--- config.mk ---
export PLATFORM = sky130hd
export DESIGN_NAME = vector_matrix_multiply_unit
export DESIGN_NICKNAME = d
export VERILOG_FILES = /design/src/sv/vmm_pkg.sv /design/src/sv/vector_matrix_multiply_unit.sv /design/src/sv/vmm_ram.sv
export SDC_FILE = /design/constraint.sdc
export NUM_CORES = 2
export LEC_CHECK = 0
export BUFFER_PORTS_ARGS = -buffer_cell sky130_fd_sc_hd__buf_2
export CAP_MARGIN = 5
export CORE_MARGIN = 5
export CORE_UTILIZATION = 26
export CTS_BUF_LIST = sky130_fd_sc_hd__clkbuf_8
export DETAILED_ROUTE_END_ITERATION = 8
export PLACE_DENSITY = 0.41
export SYNTH_ARGS = -nofsm -noshare
export SYNTH_HDL_FRONTEND = slang
export SYNTH_SLANG_ARGS = --single-unit
--- constraint.sdc ---
create_clock -name clk -period 14.3 [get_ports clk]
set_clock_uncertainty 0.05 [all_clocks]
set_input_delay 2.86 -clock clk [delete_from_list [all_inputs] [get_ports clk]]
set_output_delay 2.86 -clock clk [all_outputs]
set_load 0.005 [all_outputs]
--- src/sv/vmm_pkg.sv ---
package vmm_pkg;

	localparam int MaxCols = 64;
	localparam int MaxRows = 256;

	localparam int ColW    = $clog2(MaxCols);
	localparam int ColCntW = $clog2(MaxCols + 1);
	localparam int RowW    = $clog2(MaxRows);
	localparam int RowCntW = $clog2(MaxRows + 1);

	localparam int ValW     = 16;
	localparam int ProdW    = 32;
	localparam int SumW     = 40;
	localparam int NumRowsW = 9;
	localparam int NumColsW = 7;
	localparam int AddrW    = 3;
	localparam int DataW    = 32;

	localparam logic [AddrW-1:0] ADDR_NUM_ROWS = AddrW'(0);
	localparam logic [AddrW-1:0] ADDR_NUM_COLS = AddrW'(4);

	typedef enum logic [1:0] {
		ST_ACCUM,
		ST_FLUSH,
		ST_DRAIN
	} state_t;

	// Map a programmed row count onto 1..MaxRows.
	function automatic logic [RowCntW-1:0] eff_rows(input logic [NumRowsW-1:0] r);
		logic [RowCntW-1:0] res;
		if (r == '0) begin
			res = RowCntW'(1);
		end else if (32'(r) > MaxRows) begin
			res = RowCntW'(MaxRows);
		end else begin
			res = RowCntW'(r);
		end
		return res;
	endfunction

	// Map a programmed column count onto 1..MaxCols.
	function automatic logic [ColCntW-1:0] eff_cols(input logic [NumColsW-1:0] c);
		logic [ColCntW-1:0] res;
		if (c == '0) begin
			res = ColCntW'(1);
		end else if (32'(c) > MaxCols) begin
			res = ColCntW'(MaxCols);
		end else begin
			res = ColCntW'(c);
		end
		return res;
	endfunction

endpackage

--- src/sv/vector_matrix_multiply_unit.sv ---
// Row vector times matrix, one matrix element per request.
//
// Input channel (in_valid/in_ready): each request carries one matrix element
// (mat_value, row-major order) and the vector element of its row (vec_value),
// both signed Q8.8. The column sums are signed Q24.16 and kept in a 64-entry
// RAM, one entry per column.
// Output channel (out_valid/out_ready): after the request that completes the
// last row, the block drains num_cols results in column order (out_value,
// out_index), with out_last high on the final one.
// Throughput: one input request per cycle while accumulating. The accepting
// edge registers the product and the RAM entry of its column; the next edge
// writes the sum back, with forwarding when the same column comes back to back.
// Input stays closed for the whole drain: a flush state, then the drain state,
// which issues a RAM read only once the previous one has landed; the first
// read follows the flush and loads the output register when it lands. No read
// is issued while the receiver holds a result back. Configuration (APB):
// num_rows at 0x0, num_cols at 0x4; a write to either restarts the run. Reset
// clears the counters and sets both sizes to 1; the RAM is not cleared since
// the first row overwrites every entry.
module vector_matrix_multiply_unit (
	input  logic                                 clk,
	input  logic                                 arst_n,
	input  logic                                 psel,
	input  logic                                 penable,
	input  logic                                 pwrite,
	input  logic [vmm_pkg::AddrW-1:0]            paddr,
	input  logic [vmm_pkg::DataW-1:0]            pwdata,
	output logic [vmm_pkg::DataW-1:0]            prdata,
	output logic                                 pready,
	input  logic                                 in_valid,
	output logic                                 in_ready,
	input  logic signed [vmm_pkg::ValW-1:0]      vec_value,
	input  logic signed [vmm_pkg::ValW-1:0]      mat_value,
	output logic                                 out_valid,
	input  logic                                 out_ready,
	output logic signed [vmm_pkg::SumW-1:0]      out_value,
	output logic [vmm_pkg::ColW-1:0]             out_index,
	output logic                                 out_last
);
	import vmm_pkg::*;

	// Configuration registers
	logic [NumRowsW-1:0] num_rows_q;
	logic [NumColsW-1:0] num_cols_q;
	logic                cfg_we;
	logic                cfg_hit;

	// Run position and sizes
	logic [ColW-1:0]    col_q;
	logic [RowW-1:0]    row_q;
	logic [ColCntW-1:0] cols_eff;
	logic [RowCntW-1:0] rows_eff;
	logic               col_last;
	logic               row_last;
	logic               in_acc;

	// Accumulate stage
	logic                    v_s1;
	logic [ColW-1:0]         col_s1;
	logic                    first_s1;
	logic signed [ProdW-1:0] prod_s1;
	logic                    fwd_s1;
	logic signed [SumW-1:0]  fwd_val_s1;
	logic signed [SumW-1:0]  base_s1;
	logic signed [SumW-1:0]  sum_s1;

	// RAM
	logic [ColW-1:0] ram_raddr;
	logic [SumW-1:0] ram_rdata;

	// Drain
	state_t             state_q;
	state_t             state_d;
	logic               rd_issue;
	logic [ColCntW-1:0] rd_idx_q;
	logic               rd_pend_q;
	logic [ColW-1:0]    rd_idx_s1;

	// Output register
	logic                   out_valid_q;
	logic signed [SumW-1:0] out_value_q;
	logic [ColW-1:0]        out_index_q;
	logic                   out_last_q;

	// APB: zero wait states; writes to unmapped addresses are dropped.
	assign pready  = 1'b1;
	assign cfg_we  = psel && penable && pwrite;
	assign cfg_hit = cfg_we && (paddr == ADDR_NUM_ROWS || paddr == ADDR_NUM_COLS);

	always_ff @(posedge clk or negedge arst_n) begin
		if (!arst_n) begin
			num_rows_q <= NumRowsW'(1);
			num_cols_q <= NumColsW'(1);
		end else if (cfg_we) begin
			unique case (paddr)
				ADDR_NUM_ROWS: num_rows_q <= pwdata[NumRowsW-1:0];
				ADDR_NUM_COLS: num_cols_q <= pwdata[NumColsW-1:0];
				default: ;
			endcase
		end
	end

	always_comb begin
		unique case (paddr)
			ADDR_NUM_ROWS: prdata = DataW'(num_rows_q);
			ADDR_NUM_COLS: prdata = DataW'(num_cols_q);
			default:       prdata = '0;
		endcase
	end

	assign cols_eff = eff_cols(num_cols_q);
	assign rows_eff = eff_rows(num_rows_q);
	assign col_last = ColCntW'(col_q) == cols_eff - ColCntW'(1);
	assign row_last = RowCntW'(row_q) == rows_eff - RowCntW'(1);
	assign in_acc   = in_valid && in_ready;

	// Advance the element position; a configuration write restarts the run.
	always_ff @(posedge clk or negedge arst_n) begin
		if (!arst_n) begin
			col_q <= '0;
			row_q <= '0;
		end else if (cfg_hit) begin
			col_q <= '0;
			row_q <= '0;
		end else if (in_acc) begin
			if (col_last) begin
				col_q <= '0;
				row_q <= row_last ? '0 : row_q + RowW'(1);
			end else begin
				col_q <= col_q + ColW'(1);
			end
		end
	end

	// Register the product while the RAM entry of its column is read.
	// Flag forwarding when the previous request writes the same column now.
	always_ff @(posedge clk or negedge arst_n) begin
		if (!arst_n) begin
			v_s1   <= 1'b0;
			fwd_s1 <= 1'b0;
		end else begin
			v_s1   <= in_acc;
			fwd_s1 <= in_acc && v_s1 && (col_s1 == col_q);
		end
	end

	always_ff @(posedge clk) begin
		if (in_acc) begin
			col_s1     <= col_q;
			first_s1   <= (row_q == '0);
			prod_s1    <= vec_value * mat_value;
			fwd_val_s1 <= sum_s1;
		end
	end

	// First row overwrites the stale sum; later rows add to it.
	assign base_s1 = fwd_s1 ? fwd_val_s1 : $signed(ram_rdata);
	assign sum_s1  = first_s1 ? SumW'(prod_s1) : base_s1 + SumW'(prod_s1);

	assign ram_raddr = (state_q == ST_DRAIN) ? rd_idx_q[ColW-1:0] : col_q;

	vmm_ram #(
		.Width(SumW),
		.Depth(MaxCols)
	) u_sums (
		.clk  (clk),
		.we   (v_s1),
		.waddr(col_s1),
		.wdata(sum_s1),
		.raddr(ram_raddr),
		.rdata(ram_rdata)
	);

	// Drain sequencer
	always_ff @(posedge clk or negedge arst_n) begin
		if (!arst_n) begin
			state_q <= ST_ACCUM;
		end else begin
			state_q <= state_d;
		end
	end

	always_comb begin
		state_d  = state_q;
		in_ready = 1'b0;
		rd_issue = 1'b0;
		unique case (state_q)
			ST_ACCUM: begin
				in_ready = 1'b1;
				if (in_acc && col_last && row_last) begin
					state_d = ST_FLUSH;
				end
			end
			ST_FLUSH: begin
				// Let the last write land before the first read.
				state_d = ST_DRAIN;
			end
			ST_DRAIN: begin
				rd_issue = (rd_idx_q != cols_eff) && !rd_pend_q
					&& (!out_valid_q || out_ready);
				if (rd_idx_q == cols_eff && !rd_pend_q) begin
					state_d = ST_ACCUM;
				end
			end
			default: state_d = ST_ACCUM;
		endcase
	end

	always_ff @(posedge clk or negedge arst_n) begin
		if (!arst_n) begin
			rd_idx_q  <= '0;
			rd_pend_q <= 1'b0;
		end else begin
			rd_pend_q <= rd_issue;
			if (state_q == ST_FLUSH) begin
				rd_idx_q <= '0;
			end else if (rd_issue) begin
				rd_idx_q <= rd_idx_q + ColCntW'(1);
			end
		end
	end

	always_ff @(posedge clk) begin
		if (rd_issue) begin
			rd_idx_s1 <= rd_idx_q[ColW-1:0];
		end
	end

	// Output register: load landed read data, drop on acceptance.
	always_ff @(posedge clk or negedge arst_n) begin
		if (!arst_n) begin
			out_valid_q <= 1'b0;
		end else if (rd_pend_q) begin
			out_valid_q <= 1'b1;
		end else if (out_ready) begin
			out_valid_q <= 1'b0;
		end
	end

	always_ff @(posedge clk) begin
		if (rd_pend_q) begin
			out_value_q <= $signed(ram_rdata);
			out_index_q <= rd_idx_s1;
			out_last_q  <= ColCntW'(rd_idx_s1) == cols_eff - ColCntW'(1);
		end
	end

	assign out_valid = out_valid_q;
	assign out_value = out_value_q;
	assign out_index = out_index_q;
	assign out_last  = out_last_q;

`ifndef NO_ASSERTIONS
	// No accumulate write may be in flight while the drain reads the RAM.
	a_no_write_in_drain: assert property (@(posedge clk) disable iff (!arst_n)
		state_q == ST_DRAIN |-> !v_s1)
		else $error("accumulate write during drain");

	// Landed read data must never overwrite a result still waiting.
	a_out_free_on_land: assert property (@(posedge clk) disable iff (!arst_n)
		rd_pend_q |-> !out_valid_q)
		else $error("drain read lands on a full output register");

	// Forwarding only applies to a request in the accumulate stage.
	a_fwd_has_item: assert property (@(posedge clk) disable iff (!arst_n)
		fwd_s1 |-> v_s1)
		else $error("forward flag without a request");

	// A drain read lands in the cycle after issue and loads the output after that.
	a_issue_then_load: assert property (@(posedge clk) disable iff (!arst_n)
		rd_issue |=> rd_pend_q ##1 out_valid_q)
		else $error("drain read did not reach the output register");
`endif

endmodule

--- src/sv/vmm_ram.sv ---
module vmm_ram #(
	parameter int Width = 40,
	parameter int Depth = 64
) (
	input  logic                     clk,
	input  logic                     we,
	input  logic [$clog2(Depth)-1:0] waddr,
	input  logic [Width-1:0]         wdata,
	input  logic [$clog2(Depth)-1:0] raddr,
	output logic [Width-1:0]         rdata
);

	logic [Width-1:0] mem [Depth];

	// Read returns the old entry when the same address is written in that cycle.
	always_ff @(posedge clk) begin
		if (we) begin
			mem[waddr] <= wdata;
		end
		rdata <= mem[raddr];
	end

endmodule
# Word level (Yosys, flattened, before mapping)
# Memory sizes are Yosys's and may differ from the RTL's. A register that Yosys moved wholly into a read port is not among the register bits.
# Index checks and enable logic that the tools add are counted.
# classes
addsub,6
n_mul,1
order_cmp,2
eq_ne,11
muxes,26
n_reduce_logical,28
# ops
cell,n
$mux W40,2
$add A40 B32 Y40,1
$mul A16 B16 Y32,1
$mux W8,4
$mux W7,4
$mux W6,4
$mux W9,2
$pmux W9 S2,1
$eq A6 B7 Y1,2
$logic_and A1 B1 Y1,11
$eq A8 B9 Y1,1
$gt A9 B9 Y1 const B,1
$logic_not A9 Y1,1
$sub A9 B1 Y9 const B,1
$add A8 B1 Y8 const B,1
$logic_not A8 Y1,1
$reduce_and A2 Y1,4
$reduce_bool A2 Y1,4
$add A7 B1 Y7 const B,1
$eq A7 B7 Y1,1
$gt A7 B7 Y1 const B,1
$logic_not A7 Y1,1
$ne A7 B7 Y1,1
$sub A7 B1 Y7 const B,1
other kinds (14),22
# totals
ff_bits,175
ramBits,2560
word_cells,93
memories,1
# mem_list
name,words,width,rd,rd_clocked_by_memory_dff,wr,line,source
u_sums.mem,64,40,1,1,1,vmm_ram.sv:13,logic [Width-1:0] mem [Depth];

# Logic depth before layout (Yosys ltp)
# depth
ltp_word,9
mapped_depth,23

# By module
# A second synthesis with hierarchy kept.
# hier_totals
hier_cells,6224
area_unflattened_um2,118044.5
# modules_own_cells
module,instances,cells_each,area_each_um2,seq_area_each_um2
vmm_ram,1,4195,97836.3,77674.5
vector_matrix_multiply_unit,1,2029,20208.1,5042.3

# Worst setup path after synthesis
# No wires, ideal clock.
# synth_path
kind,in2reg
start,input port vec_value[11] (netlist bit)
end,"register prod_s1[31], data pin"
setup_ns,0.264
arrival_time_ns,8.493
t_required_ns,13.986
slack_ns,5.493
cell_stages,20
cell_sequence,clkbuf_1 > nand2_1 > fa_1 > fa_1 > fa_1 > inv_1 > fa_1 > fa_1 > inv_1 > fa_1 > inv_1 > ha_1 > a21o_1 > a2111oi_0 > o21bai_1 > a21oi_1 > o211ai_1 > a311o_1 > o31ai_1 > xnor2_1
# synth_between
elab_chain_len,1
# synth_lines
item,line,source
start: declaration,vector_matrix_multiply_unit.sv:32,"input logic signed [vmm_pkg::ValW-1:0] vec_value,"
$mul A16 B16 Y32,vector_matrix_multiply_unit.sv:151,prod_s1 <= vec_value * mat_value;
end signal: assignment,vector_matrix_multiply_unit.sv:151,
end: declaration,vector_matrix_multiply_unit.sv:61,logic signed [ProdW-1:0] prod_s1;
# Every way passes these cells.
# A chain may end at the register's enable or synchronous reset.

# Worst setup path in the final report
# layout_path
start,input port vec_value[7] (netlist bit)
end,"register prod_s1[31], data pin"
# The elaborated chain is that of the path after synthesis.

==> flow_metrics.env <==
export IMPL_grt_use_met2_pct=25.5
export IMPL_ys_flop_type="edfxtp_1"
export IMPL_p_per_area_mw_per_mm2=239
export IMPL_die_w_um=686
export IMPL_antenna_found_initial=39
export IMPL_synth_most_common_cell="edfxtp_1"
export IMPL_post_cts_buffers=0
export IMPL_critPathSlowestCell="a2111oi_0"
export IMPL_areaGrowthSynthToFinish_pct=14.9
export IMPL_netlist_top_cells_count="2692 x edfxtp_1, 640 x mux4_2, 543 x nand2_1"
export IMPL_arrival_ns=9.34
export IMPL_viasPerCell=4.75
export IMPL_path_class="in -> reg"
export IMPL_ios=156
export IMPL_rows=248
export IMPL_cts_sinks=2775
export IMPL_cts_root_buffer="clkbuf_8"
export IMPL_post_route_period_util_pct=60.1
export IMPL_fin_nets=7390
export IMPL_startpoint_type="input port"
export IMPL_timing_hold_ws_ns=0.374
export IMPL_ant_nets=0
export IMPL_drc=0
export IMPL_synth_edf_count=2692
export IMPL_wl_um=369000
export IMPL_wl_per_cell_um=27.7
export IMPL_critPathCaptureType="flop"
export IMPL_clkSlewWorstSetupHoldPaths_ns=0.06
export IMPL_port_buffer_count=108
export IMPL_worst_slew_pin_transition_ns=1.42
export IMPL_drive_gt1_share_pct=23.2
export IMPL_first_iter_violations=5143
export IMPL_yosys_area_top_type="edfxtp_1"
export IMPL_async_reset_ff_share_pct=1.55
export IMPL_drt_first_pass_iters=5
export IMPL_globalRouteOverflowTotal=0
export IMPL_htree_levels=5
export IMPL_peakVddDrop_mv=0.269
export IMPL_cp_slowest_stage_delay_ns=0.54
export IMPL_busiest_layer="met2"
export IMPL_clock_latency_ns=1.10
export IMPL_synth_top_area_share_pct=68.0
export IMPL_grt_use_met1_pct=21.3
export IMPL_holdCritPathClass="reg -> reg"
export IMPL_yosys_register_bits=2775
export IMPL_yosysWarningCount=0
export IMPL_grt_use_total_pct=15.3
export IMPL_use_met3_pct=2.17
export IMPL_final_cells=13300
export IMPL_setup_viol=0
export IMPL_hold_viol_final=0
export IMPL_grt_pass1_wl_um=518000
export IMPL_critPathRequiredTime_ns=15.05
export IMPL_num_vias=63300
export IMPL_synth_area_leaders="edfxtp_1 68%, mux4_2 12%, fa_1 4.4%, nand2_1 1.7%, and2_1 1.5%"
export IMPL_gp_congestion=0.784
export IMPL_syn_area_mm2=0.119
export IMPL_start_util_pct=26.1
export IMPL_drv_slew=0
export IMPL_yosysSeqAreaShare_pct=69.6
export IMPL_cp_common_cell="fa_1"
export IMPL_crit_chain="buf_2 -> and2_1 -> fa_1 -> inv_1 -> fa_1 -> fa_1 -> inv_1 -> fa_1 -> fa_1 -> inv_1 -> fa_1 -> inv_1 -> ha_1 -> a21o_1 -> a2111oi_0 -> o21bai_1 -> a21oi_1 -> o211ai_1 -> a311o_1 -> o31ai_1 -> xnor2_1"
export IMPL_multi_input_area_mm2=0.0342
export IMPL_fillCellCount=44800
export IMPL_regArea_mm2=0.0827
export IMPL_die_area_mm2=0.471
export IMPL_die_h_um=686
export IMPL_slew_headroom_pct=4.86
export IMPL_syn_instance_count=6500
export IMPL_syn_avg_cell_area_um2=18.3
export IMPL_dp_cells=12400
export IMPL_dp_hpwl_um=204000
export IMPL_p_leak_nw=45.2
export IMPL_core_area_mm2=0.456
export IMPL_crit_fanout=16
export IMPL_grt_max_degree=103
export IMPL_cts_tree="done"
export IMPL_ctsHoldBuffers=0
export IMPL_cts_resized=0
export IMPL_status="finished, final reports clean"
export IMPL_finalSetupTns_ns=0
export IMPL_yosysUniqueCellTypes=74
export IMPL_cts_made_buffers=475
export IMPL_first_global_vias=67600
export IMPL_max_freq_mhz=116
export IMPL_max_cap_viol_count=0
export IMPL_ctsLongestPathBuffers=4
export IMPL_rsz0062_at_grt="false"
export IMPL_post_route_min_period_ns=8.59
worst max-delay path: cells and delay by family:
| kind | cells | cell delay (ns) |
|---|---|---|
| AOI/OAI and AO/OA | 7 | 2.24 |
| xor gates and xnor gates | 1 | 0.11 |
| buffers and inverters | 5 | 0.65 |
| adders and majority gates | 7 | 3.21 |
| and+or+nand+nor | 1 | 0.23 |
flip-flops by register name, summed over array words and instances (netlist names), 6 cells and up:
register,cells
rd_idx_s1,6
out_value,40
u_sums.rdata,40
out_index,6
rd_idx_q,7
row_q,8
num_cols_q,7
prod_s1,32
col_s1,6
u_sums.mem,2560
num_rows_q,9
col_q,6
fwd_val_s1,40
cells by family after synthesis:
family,Yosys count,share of synthesized area (%)
xor+xnor,103,0.759
mux,712,12.8
other cells,2,0.00632
fa+ha+maj,390,5.77
flops,2775,69.6
buf+inv,683,2.52
compound gates,714,4.07
simple gates,1121,4.45
report_power, final:
group	total, mW	leakage, nW	internal (mW)	switching (mW)
sequential	13.0	25.2	12.6	0.341
clock	6.64	5.09	3.36	3.28
combinational	13.1	14.9	4.10	8.97
total	32.7	45.2	20.1	12.6
cells in the final DEF, fill, tap and decap left out, drive strengths merged, types with 95 or more instances in the layout:
cell type and instances:
buf 297, a31oi 95, a21oi 146, inv 495, clkbuf 499, a211oi 207, and2 288, clkinv 173
edfxtp 2692, fa 263, ha 127, nor2 135, mux4 640, nand2 543
per-stage QoR:
| step | power, mW | worst slack (ns) | cell area, um2 | util (%) |
|---|---|---|---|---|
| after global routing | 34.7 | 5.52 | 136000 | 29.9 |
| after floorplan | 21.3 | 5.49 | 119000 | - |
| after detailed placement | 26.5 | 4.62 | 128000 | 28.0 |
| final | 32.7 | 5.71 | 136000 | 29.9 |
| after CTS | 33.3 | 5.87 | 136000 | 29.9 |
| after global placement | 26.3 | 4.60 | 128000 | 28.0 |
cell type report:
| class | instances | area share, % |
|---|---|---|
| Antenna cell | 14 | 0.0257 |
| Clock buffer | 499 | 5.03 |
| Clock inverter | 368 | 1.34 |
| Inverter | 313 | 0.863 |
| Multi-Input combinational cell | 3064 | 25.1 |
| Sequential cell | 2775 | 60.6 |
| Tap cell | 6000 | 5.50 |
| Timing Repair Buffer | 297 | 1.56 |
per-layer routing:
layer,routed length [um],share of wire (%)
met3,18100,4.9
met5,27,0.0073
met4,7020,1.9
met1,166000,45
met2,178000,48
final timing paths:
kind	from	end	slack [ns]	cells after the start
worst max-delay path	vec_value[7]	prod_s1[31]	5.71	21
max in group asynchronous	arst_n	fwd_s1	11.90	2
worst min-delay path	u_sums.rdata[36]	out_value[36]	0.37	0
worst max register to register	state_q[0]	u_sums.rdata[30]	7.73	11
worst min register to register	u_sums.rdata[36]	out_value[36]	0.37	0
min in group asynchronous	arst_n	num_rows_q[7]	1.85	2
Power figures use the tool's default switching activity.
